**src/rtl/core/lcp_echo_keepalive_assert.svh**
```systemverilog
// ----------------------------------------------------------------------------
// LCP echo keepalive assertion macros
// Shared concurrent assertion forms, clocked on clk_i.
// ----------------------------------------------------------------------------
`ifndef LCP_ECHO_KEEPALIVE_ASSERT_SVH
`define LCP_ECHO_KEEPALIVE_ASSERT_SVH

// Checked only while out of reset
`define LCPEK_ASSERT(label, prop, msg) \
  label: assert property (@(posedge clk_i) disable iff (!rst_ni) (prop)) else $error(msg);

// Checked at every edge, reset included
`define LCPEK_ASSERT_ALWAYS(label, prop, msg) \
  label: assert property (@(posedge clk_i) (prop)) else $error(msg);

`endif

```
**src/rtl/core/lcpek_pkg.sv**
```systemverilog
// ----------------------------------------------------------------------------
// LCP echo keepalive package
// Word types, codes and register indexes shared by the keepalive block.
// ----------------------------------------------------------------------------
package lcpek_pkg;

  // Event kinds carried in the input word
  typedef enum logic [1:0] {
    FUNC_TICK     = 2'd0,
    FUNC_ECHO_REP = 2'd1,
    FUNC_ECHO_REQ = 2'd2,
    FUNC_UNUSED   = 2'd3
  } func_e;

  // Actions carried in the result word
  typedef enum logic [2:0] {
    ACT_NONE         = 3'd0,
    ACT_ECHO_REQ     = 3'd1,
    ACT_ECHO_REP     = 3'd2,
    ACT_CARRIER_LOST = 3'd3,
    ACT_LOOPBACK     = 3'd4
  } action_e;

  // Configuration register indexes
  typedef enum logic [1:0] {
    CFG_ECHO_TIMEOUT  = 2'd0,
    CFG_FAILURE_LIMIT = 2'd1,
    CFG_LOCAL_MAGIC   = 2'd2
  } cfg_idx_e;

  localparam int unsigned CfgIdxW  = 2;
  localparam int unsigned CfgDataW = 32;

  localparam logic [15:0] EchoTimeoutRst  = 16'd60;
  localparam logic [7:0]  FailureLimitRst = 8'd0;
  localparam logic [31:0] LocalMagicRst   = 32'd0;
  localparam logic [7:0]  OutstandingMax  = 8'hff;

  typedef struct packed {
    logic [1:0]  func;
    logic [31:0] now_seconds;
    logic [31:0] rx_pkt_total;
    logic [31:0] reply_magic;
    logic        reply_has_magic;
    logic [7:0]  request_id;
  } lcpek_in_t;

  typedef struct packed {
    logic [2:0]  action;
    logic [7:0]  packet_id;
    logic [31:0] magic_out;
  } lcpek_out_t;

  typedef struct packed {
    logic [15:0] echo_timeout;
    logic [7:0]  failure_limit;
    logic [31:0] local_magic;
  } lcpek_cfg_t;

  typedef struct packed {
    logic [31:0] last_rx_count;
    logic [31:0] last_activity_time;
    logic [7:0]  echoes_outstanding;
    logic [7:0]  next_id;
  } lcpek_state_t;

endpackage

```
**src/rtl/core/lcpek_decide.sv**
```systemverilog
// ----------------------------------------------------------------------------
// LCP echo keepalive decision logic
// Maps one event word and the current keepalive state to a result word and
// the next state. Purely combinational.
// ----------------------------------------------------------------------------
module lcpek_decide import lcpek_pkg::*; (
  input  lcpek_in_t    word_i,
  input  lcpek_cfg_t   cfg_i,
  input  lcpek_state_t st_i,
  output lcpek_out_t   res_o,
  output lcpek_state_t st_o
);

  logic [31:0] idle_secs;
  logic        timeout_on;
  logic        rx_new;
  logic        recent;
  logic        loopback;

  // Wrap-safe idle time and suppression checks
  assign idle_secs  = word_i.now_seconds - st_i.last_activity_time;
  assign timeout_on = (cfg_i.echo_timeout != '0);
  assign rx_new     = (st_i.last_rx_count != word_i.rx_pkt_total);
  assign recent     = (idle_secs < {16'd0, cfg_i.echo_timeout});
  assign loopback   = word_i.reply_has_magic && (cfg_i.local_magic != '0) &&
                      (word_i.reply_magic == cfg_i.local_magic);

  // Event dispatch
  always_comb begin
    st_o  = st_i;
    res_o = '0;
    case (word_i.func)
      FUNC_TICK: begin
        if (timeout_on && rx_new) begin
          // fresh receive traffic: note it, no probe
          st_o.last_rx_count      = word_i.rx_pkt_total;
          st_o.last_activity_time = word_i.now_seconds;
          st_o.echoes_outstanding = '0;
        end else if (timeout_on && recent) begin
          res_o.action = ACT_NONE;
        end else if (st_i.echoes_outstanding > cfg_i.failure_limit) begin
          res_o.action = ACT_CARRIER_LOST;
        end else begin
          res_o.action    = ACT_ECHO_REQ;
          res_o.packet_id = st_i.next_id;
          res_o.magic_out = cfg_i.local_magic;
          st_o.next_id    = st_i.next_id + 8'd1;
          if (st_i.echoes_outstanding != OutstandingMax) begin
            st_o.echoes_outstanding = st_i.echoes_outstanding + 8'd1;
          end
        end
      end
      FUNC_ECHO_REP: begin
        st_o.echoes_outstanding = '0;
        st_o.last_activity_time = word_i.now_seconds;
        res_o.action            = loopback ? ACT_LOOPBACK : ACT_NONE;
      end
      FUNC_ECHO_REQ: begin
        st_o.echoes_outstanding = '0;
        st_o.last_activity_time = word_i.now_seconds;
        res_o.action            = ACT_ECHO_REP;
        res_o.packet_id         = word_i.request_id;
        res_o.magic_out         = cfg_i.local_magic;
      end
      default: begin
        res_o = '0;
      end
    endcase
  end

endmodule

```
**src/rtl/core/lcp_echo_keepalive.sv**
```systemverilog
// ----------------------------------------------------------------------------
// LCP echo keepalive
// PPP LCP echo keepalive and loop-back detector, one event word per cycle when not stalled.
// ----------------------------------------------------------------------------
// Each input word is one event (keepalive tick, echo reply or echo request)
// and yields exactly one result word: no action, send echo request, send echo
// reply, carrier lost, or loop-back. The block takes one word per cycle while
// in_stall_o is low. An accepted word waits in the input register, where the
// decision logic reads and updates the keepalive state, and its result loads
// the result register when that slot is free, so a following word always sees
// the state left by the one before. A stalled result holds the input register;
// with both registers full, in_stall_o rises until the result word is taken.
// The user must write configuration registers through the plain write port
// only while no word is in flight; the block itself does not enforce this.
`include "lcp_echo_keepalive_assert.svh"

module lcp_echo_keepalive import lcpek_pkg::*; (
  input  logic                clk_i,
  input  logic                rst_ni,
  // event words
  input  logic                in_valid_i,
  output logic                in_stall_o,
  input  lcpek_in_t           in_word_i,
  // result words
  output logic                out_valid_o,
  input  logic                out_stall_i,
  output lcpek_out_t          out_word_o,
  // configuration writes
  input  logic                cfg_we_i,
  input  logic [CfgIdxW-1:0]  cfg_idx_i,
  input  logic [CfgDataW-1:0] cfg_data_i
);

  lcpek_cfg_t   cfg_q;
  lcpek_state_t st_q, st_d;
  lcpek_in_t    in_word_q;
  logic         in_valid_q;
  lcpek_out_t   res_d, out_word_q;
  logic         out_valid_q;
  logic         adv;
  logic         out_probe;
  logic         out_blank;
  logic [7:0]   outst;

  // Configuration registers
  always_ff @(posedge clk_i or negedge rst_ni) begin
    if (!rst_ni) begin
      cfg_q.echo_timeout  <= EchoTimeoutRst;
      cfg_q.failure_limit <= FailureLimitRst;
      cfg_q.local_magic   <= LocalMagicRst;
    end else if (cfg_we_i) begin
      case (cfg_idx_i)
        CFG_ECHO_TIMEOUT:  cfg_q.echo_timeout  <= cfg_data_i[15:0];
        CFG_FAILURE_LIMIT: cfg_q.failure_limit <= cfg_data_i[7:0];
        CFG_LOCAL_MAGIC:   cfg_q.local_magic   <= cfg_data_i;
        default: ;
      endcase
    end
  end

  // Stage handshake: the input register moves on when the result slot frees
  assign adv        = in_valid_q && (!out_valid_q || !out_stall_i);
  assign in_stall_o = in_valid_q && !adv;

  // Input register
  always_ff @(posedge clk_i or negedge rst_ni) begin
    if (!rst_ni) begin
      in_valid_q <= 1'b0;
    end else if (!in_stall_o) begin
      in_valid_q <= in_valid_i;
    end
  end

  always_ff @(posedge clk_i) begin
    if (in_valid_i && !in_stall_o) begin
      in_word_q <= in_word_i;
    end
  end

  // Decision logic
  lcpek_decide u_decide (
    .word_i (in_word_q),
    .cfg_i  (cfg_q),
    .st_i   (st_q),
    .res_o  (res_d),
    .st_o   (st_d)
  );

  // Keepalive state, updated as each word leaves the input register
  always_ff @(posedge clk_i or negedge rst_ni) begin
    if (!rst_ni) begin
      st_q <= '0;
    end else if (adv) begin
      st_q <= st_d;
    end
  end

  // Result register
  always_ff @(posedge clk_i or negedge rst_ni) begin
    if (!rst_ni) begin
      out_valid_q <= 1'b0;
    end else if (adv) begin
      out_valid_q <= 1'b1;
    end else if (!out_stall_i) begin
      out_valid_q <= 1'b0;
    end
  end

  always_ff @(posedge clk_i) begin
    if (adv) begin
      out_word_q <= res_d;
    end
  end

  assign out_valid_o = out_valid_q;
  assign out_word_o  = out_word_q;

  // Assertion helpers
  assign out_probe = out_valid_q && (out_word_q.action == ACT_ECHO_REQ);
  assign out_blank = (out_word_q.action == ACT_NONE) ||
                     (out_word_q.action == ACT_CARRIER_LOST) ||
                     (out_word_q.action == ACT_LOOPBACK);
  assign outst     = st_q.echoes_outstanding;

  // Assertions
  `LCPEK_ASSERT_ALWAYS(a_reset_empty, !rst_ni |=> !(out_valid_q || in_valid_q), "busy in reset")
  `LCPEK_ASSERT(a_in_held, in_stall_o |=> in_valid_q, "input word dropped while blocked")
  `LCPEK_ASSERT(a_id_on_probe, (st_q.next_id != $past(st_q.next_id)) |-> out_probe,
                "identifier moved without an echo request")
  `LCPEK_ASSERT(a_outst_step,
                (outst != $past(outst)) |-> ((outst == 8'd0) || (outst == $past(outst) + 8'd1)),
                "outstanding count jumped")
  `LCPEK_ASSERT(a_blank_fields,
                (out_valid_q && out_blank) |-> (out_word_q.packet_id == 8'd0 && out_word_q.magic_out == 32'd0),
                "unused result fields not zero")

endmodule
```
**config.mk**
```make
export PLATFORM = sky130hd
export DESIGN_NAME = lcp_echo_keepalive
export DESIGN_NICKNAME = d
export VERILOG_FILES = /design/src/rtl/core/lcpek_pkg.sv /design/src/rtl/core/lcpek_decide.sv /design/src/rtl/core/lcp_echo_keepalive.sv
export VERILOG_INCLUDE_DIRS = /design/src /design/src/rtl/core
export SDC_FILE = /design/constraint.sdc
export NUM_CORES = 1
export LEC_CHECK = 0
export ABC_AREA = 1
export BUFFER_PORTS_ARGS = -buffer_cell sky130_fd_sc_hd__buf_2
export CORE_UTILIZATION = 44
export DETAILED_ROUTE_END_ITERATION = 10
export GPL_TIMING_DRIVEN = 0
export PLACE_DENSITY = 0.74
export SYNTH_ARGS = -nofsm -noshare
export SYNTH_HDL_FRONTEND = slang
export SYNTH_SLANG_ARGS = --single-unit
```
**constraint.sdc**
```tcl
create_clock -name clk_i -period 4.2 [get_ports clk_i]
set_input_delay 1.05 -clock clk_i [delete_from_list [all_inputs] [get_ports clk_i]]
set_output_delay 1.05 -clock clk_i [all_outputs]
set_load 0.02 [all_outputs]
```
==> results.py, run 1 <==
metrics = {
    "timing": {
        "finalCritPeriodShare_pct": 91.44,
        "rsz0062_at_grt": "no",
        "worst_slack_ps": 359.5,
        "maxSlewHeadroom_pct": 17.22,
        "holdWs_ps": 397.6,
        "worst_pin_slew_ps": 1236,
        "drv_slew": 0,
        "fin_crit_ps": 3841,
        "setup_viol": 0,
        "hold_viol_final": 0,
        "max_freq_ghz": 0.2604,
        "fin_skew_ps": 15.04,
    },
    "critical_path": {
        "rr_endpoint": "out_word_o[29]",
        "slowest_stage": "edfxtp_1",
        "regToRegStartpoint": "in_word_q[75]",
        "endpoint_kind": "flip-flop",
        "cp-start-kind": "flip-flop",
        "cp.required_ps": 4500,
        "r2r_cells": 22,
        "worst_path_most_repeated_cell": "nand2_1",
        "worstPathArrival_ps": 4140,
        "crit_chain": "ha_2 -> nand2_1 -> nand2_1 -> inv_2 -> nand2_4 -> nand2_1 -> nand2_1 -> nand2_1 -> nand2_2 -> xor2_1 -> ha_1 -> a21oi_1 -> o21ai_0 -> a21oi_1 -> nand3_1 -> nor2_1 -> nand3_1 -> nor2_2 -> nand3_4 -> nand3_4 -> buf_12 -> a21oi_2",
        "crit_type": "flip-flop to flip-flop",
        "r2r_setup_slack_ps": 360,
        "worst_path_largest_cell_delay_ps": 440,
        "cp_max_fo": 10,
    },
    "global_routing": {
        "grt.total_usage_pct": 20.25,
        "grt_overflow": 0,
        "grt_pass1_vias": 11230,
        "grt_max_degree": 99,
        "grt_pass1_wl_um": 56660,
        "grt_antenna_before_repair": 0,
    },
    "place": {
        "dpl.hpwl_um": 26740,
        "place_congestion": 0.9245,
        "portBuffers": 190,
        "preCtsSetupSlack_ps": 290.4,
    },
    "power": {
        "swShare_pct": 34.46,
        "p_seq_share_pct": 39.2,
        "vdd_ir_drop_max_v": 0.0003998,
        "p_switching_mw": 3.247,
        "power.density_nw_per_um2": 533.9,
        "leakagePower_nw": 8.446,
        "intPower_mw": 6.176,
        "p_clk_share_pct": 28.9,
        "combPwrFrac_pct": 31.9,
    },
    "floorplan": {
        "start_util_pct": 44.73,
        "fp.dieW_um": 186.6,
        "die_area_um2": 34830,
        "io-pin-count": 191,
        "die_y_um": 186.6,
        "num_rows": 67,
        "core_area_um2": 33530,
    },
    "synth": {
        "seq_area_frac_synth_pct": 53.09,
        "netlist_area_um2": 15000,
        "async_flop_share_pct": 47.92,
        "synth_edf_count": 150,
        "synth_cell_types": 47,
        "postSynthCellCount": 1650,
        "syn-num-nets": 1857,
        "yosys_warnings": 0,
        "ys_ff_latch": 288,
        "synth-main-ff-cell": "edfxtp_1",
        "syn_area_per_cell_um2": 9.091,
    },
    "run_status": {
        "status": "finished, final reports clean",
    },
    "clock_tree": {
        "cts_buffers": 31,
        "cts_tree": "done",
        "clkLatencyLatePin_ps": 580,
        "cts.htree.levels": 1,
        "root_buffer": "clkbuf_16",
        "cts_buffer_depth": 3,
        "numClockSinks": 288,
        "path_clk_slew_ps": 60,
    },
    "final_layout": {
        "area_growth_pct": 17.67,
        "layout.nets": 2084,
        "final_cell_mix": "nand2_1 (418), inv_1 (269), buf_2 (189)",
        "n_fill_cell": 3082,
        "num_antenna_cells": 0,
        "layout_commonest_cell": "nand2_1",
        "final_util_pct": 52.63,
        "drive_gt1_share_pct": 19.09,
    },
    "route": {
        "wirelength_um": 34970,
        "via_count": 11560,
        "drtIter0Drc": 732,
        "vias_per_cell": 4.918,
        "routedWlPerCell_um": 14.88,
        "drc": 0,
        "drtPass1Iterations": 6,
        "ant_nets": 0,
    },
    "hold_path": {
        "holdCritPathClass": "primary input to async pin",
    },
    "job": {
        "cap_violations": 0,
    },
}
[cells in the mapped netlist, types with 15 or more instances]
cell      number  area, um^2
nand4_1       33       206.5
a21oi_1       81       405.4
a21oi_2       26       227.7
dfrtp_1      134        3353
clkbuf_1      22       82.58
nand2_1      418        1569
o21ai_0       59       295.3
edfxtp_1     150        4504
xnor2_1       39       341.6
inv_1        270        1013
or2_2         15       93.84
ha_1          60       750.7
mux2_2        24       270.3
xor2_1        25       219.0
nand3_1       62       310.3
nor2_1       132       495.5
[critical path: cells and delay by family (launching register included)]
family,cells,cell delay [ps]
and+or+nand+nor,13,1410
adders and majority gates,2,730
AOI/OAI and AO/OA,4,500
DFF,1,440
xor gates and xnor gates,1,250
buffers and inverters,2,220
[power by group through the flow]
| stage | Sequential (mW) | Clock, mW | Combinational, mW |
|---|---|---|---|
| floorplan | 3.74 | 0 | 2.16 |
| global placement | 3.74 | 0 | 2.87 |
| detailed placement | 3.75 | 0 | 2.98 |
| CTS | 3.70 | 2.80 | 3.00 |
| global route | 3.75 | 2.90 | 3.42 |
| finish | 3.70 | 2.73 | 3.00 |
[sequential cells by signal, summed over array words and instances, names as in the netlist]
signal,flops
outst,8
st_q,72
out_word_o,43
out_valid_o,1
in_valid_q,1
in_word_q,107
cfg_q,56
[worst max-delay path by stage]
stage | startpoint | endpoint | cells after the start
finish | in_word_q[75] | out_word_o[29] | 22
detailed placement | in_word_q[75] | out_word_o[32] | 23
CTS | in_word_q[75] | out_word_o[32] | 23
global route | in_word_q[75] | out_word_o[14] | 22
floorplan | out_stall_i | in_word_q[0] | 5
global placement | out_stall_i | in_word_q[95] | 6
[per-layer routing]
metal	GRT usage, %	share of wire [%]	vias up
met5	0	0	-
met4	5.801	2.3	0
met3	3.066	6.2	55
met2	34.80	48	336
met1	26.49	43	5386
li1	-	-	5781
[kinds of logic after synthesis]
logic type,Yosys count,synth area share [%]
XOR/XNOR,64,3.737
flip-flops,288,53.09
multiplexers,24,1.802
AND/OR/NAND/NOR,716,20.69
adder cells (fa/ha/maj),61,5.138
buffers and inverters,303,7.908
AO/OA/AOI/OAI,194,7.641
[repair_timing]
item	4_1_cts	5_1_grt
setup buffers	0	1
setup endpoints to repair	0	31
resized for setup	0	5
hold buffers	0	0
[final cells by class]
type	count	area, um^2	share of cell area (%)
clock inverter	15	166.4	0.9429
tap	448	560.5	3.176
timing repair buffer	194	1040	5.891
multi-input combinational	1059	5871	33.26
buffer	28	153.9	0.8720
inverter	275	1035	5.863
sequential	288	7963	45.12
clock buffer	43	860.8	4.877
[stage by stage]
stage          std cells  area (um^2)  power, mW  setup TNS (ps)
2_1_floorplan       1650        15000      5.904               0
3_3_place_gp        2288        16510      6.608         -134300
3_5_place_dp        2291        16600      6.733               0
4_1_cts             2349        17630      9.502               0
5_1_grt             2350        17650      10.07               0
6_report            2350        17650      9.423               0
Note: power is estimated with default switching activity, not from simulation.
==> run 2: changes to the inputs <==
Settings changed: RECOVER_POWER from default to 25, SLEW_MARGIN from default to 30.
==> run 2 against run 1 <==
  * Largest power group unchanged
  * Routed wire length shrank 0.15%
  * Non-clock buffer count grew 3
  * Clock-buffer cell count grew 2
  * Clock power shrank 2%
  * First-iteration DRC count shrank 14%
  * The flow now finishes with violations (max-capacitance violations, max-slew violations)
  * Highest routed layer unchanged
  * Via count is essentially flat
  * Register-to-register slack lost 50 ps
  * Maximum frequency shrank 1.4%
==> results.py, run 2 (synthesis gave the netlist of run 1 again) <==
metrics = {
    "route": {
        "via_count": 11570,
        "vias_per_cell": 4.910,
        "drtPass1Iterations": 5,
        "drtIter0Drc": 632,
        "routedWlPerCell_um": 14.82,
        "ant_nets": 0,
        "drc": 0,
        "wirelength_um": 34920,
    },
    "timing": {
        "rsz0062_at_grt": "no",
        "maxSlewHeadroom_pct": -39.87,
        "finalCritPeriodShare_pct": 92.72,
        "fin_crit_ps": 3894,
        "worst_slack_ps": 305.6,
        "hold_viol_final": 0,
        "holdWs_ps": 322.1,
        "setup_viol": 0,
        "worst_pin_slew_ps": 2098,
        "drv_slew": 80,
        "fin_skew_ps": 15.45,
        "max_freq_ghz": 0.2568,
    },
    "critical_path": {
        "endpoint_kind": "flip-flop",
        "worstPathArrival_ps": 4200,
        "crit_type": "flip-flop to flip-flop",
        "r2r_setup_slack_ps": 310,
        "r2r_cells": 22,
        "cp-start-kind": "flip-flop",
        "regToRegStartpoint": "in_word_q[75]",
        "cp.required_ps": 4500,
        "rr_endpoint": "out_word_o[29]",
        "cp_max_fo": 10,
    },
    "run_status": {
        "status": "complete, but fails checks",
        "violations": "max-capacitance violations, max-slew violations",
    },
    "final_layout": {
        "largest_register": "in_word_q",
        "layout.nets": 2087,
        "reg_top3": "in_word_q: 107 flops, st_q: 72 flops, cfg_q: 56 flops",
        "multiInputGateArea_um2": 5871,
        "regArea_um2": 7963,
        "layout_commonest_cell": "nand2_1",
        "final_cell_mix": "nand2_1 (418), inv_1 (269), buf_2 (180)",
        "final_util_pct": 52.61,
        "instances_no_fill": 2356,
        "area_growth_pct": 17.61,
        "drive_gt1_share_pct": 18.58,
        "n_fill_cell": 3089,
        "largest_reg_flops": 107,
    },
    "floorplan": {
        "fp.dieW_um": 186.6,
        "start_util_pct": 44.73,
        "core_area_um2": 33530,
        "num_rows": 67,
        "die_area_um2": 34830,
        "io-pin-count": 191,
        "die_y_um": 186.6,
    },
    "clock_tree": {
        "path_clk_slew_ps": 60,
        "clkLatencyLatePin_ps": 580,
        "cts.htree.levels": 1,
        "cts_tree": "done",
        "root_buffer": "clkbuf_16",
        "cts_buffer_depth": 3,
        "postCtsHoldBufs": 0,
        "cts_buffers": 31,
        "numClockSinks": 288,
    },
    "power": {
        "finalPower_mw": 9.367,
        "vdd_ir_drop_max_v": 0.0003415,
        "leakagePower_nw": 8.406,
        "power.density_nw_per_um2": 531.0,
    },
    "place": {
        "portBuffers": 190,
        "preCtsSetupSlack_ps": 257.7,
        "placed_cells": 2294,
        "place_congestion": 0.9245,
        "dpl.hpwl_um": 26960,
    },
    "global_routing": {
        "grt_antenna_before_repair": 3,
        "grt_overflow": 0,
        "grt.total_usage_pct": 20.27,
        "grt_max_degree": 81,
        "grt_pass1_wl_um": 56930,
        "grt_pass1_vias": 11360,
    },
    "hold_path": {
        "holdCritPathClass": "primary input to async pin",
    },
    "job": {
        "cap_violations": 1,
    },
}
-- run 2: what timing repair did --
action / in CTS / in global routing
setup endpoints to repair: 0 / 33
gates resized for setup: 0 / 5
setup buffers: 0 / 1
-- run 2: per-stage QoR --
stage	area [um^2]	setup TNS, ps
finish	17640	0
global route	17640	0
CTS	17660	0
detailed placement	16650	0
global placement	16510	-134300
floorplan	15000	0
-- run 2: layer usage --
layer	track usage, %	up-vias	share of wire, %
met5	0	-	0
met3	2.727	64	5.3
met2	34.33	316	47
li1	-	5800	-
met4	7.251	0	3.1
met1	26.59	5388	44
-- run 2: where the power goes --
group / internal (mW) / total, mW / leakage [nW] / switching, mW
clock network: 1.56 / 2.67 / 0.484 / 1.11
logic: 1.11 / 3.00 / 4.83 / 1.89
registers: 3.45 / 3.69 / 3.09 / 0.247
total: 6.12 / 9.37 / 8.41 / 3.24
-- run 2: final cells by class --
class | count | area share (%)
clock inverters | 13 | 0.7873
well taps | 448 | 3.178
multi-input cells | 1059 | 33.28
repair buffers | 197 | 5.901
inverters | 275 | 5.880
flip-flops and latches | 288 | 45.14
clock buffers | 45 | 4.922
diodes | 3 | 0.04256
plain buffers | 28 | 0.8724
-- run 2: worst max path at each step --
stage	startpoint	to	slack (ps)	cells past startpoint
after floorplan	out_stall_i	in_word_q[0]	270	5
after global placement	out_stall_i	in_word_q[95]	-880	6
after detailed placement	out_stall_i	st_q[56]	260	10
after CTS	in_word_q[75]	out_word_o[32]	250	23
after global routing	in_word_q[75]	out_word_o[28]	1	22
final	in_word_q[75]	out_word_o[29]	310	22
-- run 2: critical path, cell delays in order, from the launching register on --
cell and delay, ps:
edfxtp_1 450, ha_2 430, nand2_1 70, nand2_1 90, inv_2 50, nand2_4 90
nand2_1 50, nand2_1 90, nand2_1 70, nand2_2 100, xor2_1 270, ha_1 320
a21oi_1 160, o21ai_0 110, a21oi_1 200, nand3_1 130, nor2_1 130, nand3_1 90
nor2_2 160, nand3_4 130, nand3_4 190, buf_12 170, a21oi_2 60
==> run 3: changes to the inputs <==
Settings changed: REMOVE_ABC_BUFFERS from default to 1.
==> run 3 against run 2 <==
  * Critical path depth unchanged
  * Non-clock buffer count decreased by 12
  * Largest power group unchanged
  * Register-to-register slack improved by 50 ps
  * Sequential share of layout area decreased by 0.22 points
  * Highest routed layer unchanged
  * Combinational power about the same
  * First-iteration DRC count decreased by 11%
  * Sequential cell count unchanged
  * The run still ends with max-capacitance violations, max-slew violations left
  * Worst hold slack improved by 160 ps
  * Critical endpoint is now out_word_o[12]
==> results.py, run 3 (synthesis gave the netlist of run 1 again) <==
metrics = {
    "job": {
        "cap_violations": 1,
    },
    "timing": {
        "max_freq_ghz": 0.2600,
        "fin_crit_ps": 3846,
        "drv_slew": 61,
        "worst_slack_ps": 354.5,
        "worst_pin_slew_ps": 3169,
        "setup_viol": 0,
        "rsz0062_at_grt": "no",
        "finalCritPeriodShare_pct": 91.56,
        "fin_skew_ps": 22.09,
        "hold_viol_final": 0,
        "maxSlewHeadroom_pct": -111.3,
        "setup_tns_ps": 0,
    },
    "route": {
        "ant_nets": 0,
        "routedWlPerCell_um": 14.48,
        "drc": 0,
        "wirelength_um": 33960,
        "vias_per_cell": 4.833,
        "drtIter0Drc": 564,
        "drtPass1Iterations": 5,
        "via_count": 11340,
    },
    "power": {
        "leakagePower_nw": 8.479,
        "vdd_ir_drop_max_v": 0.0003539,
        "power.density_nw_per_um2": 528.9,
    },
    "place": {
        "dpl.hpwl_um": 25440,
        "preCtsSetupSlack_ps": 88.77,
        "place_congestion": 0.8936,
        "portBuffers": 190,
    },
    "clock_tree": {
        "cts_buffers": 31,
        "cts_buffer_depth": 3,
        "path_clk_slew_ps": 60,
        "cts_tree": "done",
        "clkLatencyLatePin_ps": 580,
        "numClockSinks": 288,
        "root_buffer": "clkbuf_16",
        "cts.htree.levels": 1,
        "postCtsHoldBufs": 0,
    },
    "floorplan": {
        "die_area_um2": 34830,
        "start_util_pct": 44.73,
        "num_rows": 67,
        "io-pin-count": 191,
        "die_y_um": 186.6,
        "core_area_um2": 33530,
        "fp.dieW_um": 186.6,
    },
    "global_routing": {
        "grt_max_degree": 79,
        "grt_antenna_before_repair": 2,
        "grt_pass1_wl_um": 54340,
        "grt_overflow": 0,
        "grt.total_usage_pct": 19.19,
        "grt_pass1_vias": 10950,
    },
    "final_layout": {
        "reg_top3": "in_word_q: 107 flops, st_q: 72 flops, cfg_q: 56 flops",
        "largest_reg_flops": 107,
        "final_util_pct": 52.87,
        "area_growth_pct": 18.18,
        "final_cell_mix": "nand2_1 (417), inv_1 (268), buf_2 (185)",
        "largest_register": "in_word_q",
        "layout_commonest_cell": "nand2_1",
        "layout.nets": 2076,
        "drive_gt1_share_pct": 19.64,
    },
    "critical_path": {
        "r2r_setup_slack_ps": 350,
        "cp.required_ps": 4530,
        "worstPathArrival_ps": 4170,
        "crit_type": "flip-flop to flip-flop",
        "cp_max_fo": 16,
        "endpoint_kind": "flip-flop",
        "cp-start-kind": "flip-flop",
    },
    "run_status": {
        "status": "complete, but fails checks",
        "violations": "max-capacitance violations, max-slew violations",
    },
    "hold_path": {
        "holdCritPathClass": "flip-flop to flip-flop",
    },
}
-- run 3: changes by cell type in the layout (fill, tap and decap cells not counted), moves of 3 or more --
cell,change
clkbuf_1,-26
buf_2,+5
buf_16,+3
buf_4,+9
ha_1,+3
clkinv_2,+3
buf_1,-3
ha_2,-3
nand3_1,-3
-- run 3: final cells by class --
class | count | area (um^2)
clock buffers | 44 | 874.6
well taps | 448 | 560.5
flip-flops and latches | 288 | 7963
clock inverters | 14 | 142.6
repair buffers | 213 | 1236
multi-input cells | 1060 | 5901
fillers | 3075 | 15810
diodes | 4 | 10.01
inverters | 275 | 1040
-- run 3: critical path: stages, from the launching register on --
cell and delay (ps):
edfxtp_1 400, ha_1 400, nand2_1 80, nand2_1 90
inv_2 50, nand2_4 80, nand2_1 60, nand2_1 100
nand2_1 70, nand2_2 110, xor2_1 250, ha_1 300
a21oi_1 150, o21ai_0 90, a21oi_1 180, nand3_1 140
nor2_1 140, nand3_1 100, nor2_2 160, nand3_4 160
nand3_4 240, buf_4 180, a21oi_2 60
-- run 3: timing repair --
item / 4_1_cts / 5_1_grt
setup buffers: 0 / 10
gates resized for setup: 0 / 2
endpoints found under the setup margin: 0 / 43
-- run 3: final timing paths --
path / start / to / cells past startpoint
hold / removal: st_q[7] / st_q[7] / 2
setup reg to reg: in_word_q[75] / out_word_o[12] / 22
setup / recovery: in_word_q[75] / out_word_o[12] / 22
hold reg to reg: st_q[7] / st_q[7] / 2
min in group asynchronous: rst_ni / cfg_q[30] / 1
max in group asynchronous: rst_ni / st_q[29] / 1
-- run 3: through the flow --
stage / std cells / instance area (um^2) / hold WS (ps) / total power [mW]
global route: 2344 / 17720 / 511.5 / 10.05
floorplan: 1622 / 14850 / 434.0 / 5.903
global placement: 2260 / 16360 / 442.2 / 6.606
CTS: 2331 / 17630 / 422.1 / 9.463
finish: 2346 / 17730 / 486.3 / 9.376
detailed placement: 2273 / 16610 / 466.5 / 6.727
-- run 3: power by group --
group	internal (mW)	switching (mW)
logic	1.13	1.87
registers	3.45	0.245
clock network	1.58	1.12
-- run 3: per-layer routing --
layer / routed length, um / vias to the layer above / track usage (%)
li1: - / 5770 / -
met1: 15400 / 5235 / 25.74
met2: 15970 / 285 / 32.22
met3: 1695 / 48 / 2.708
met4: 891 / 0 / 5.832
met5: 0 / - / 0
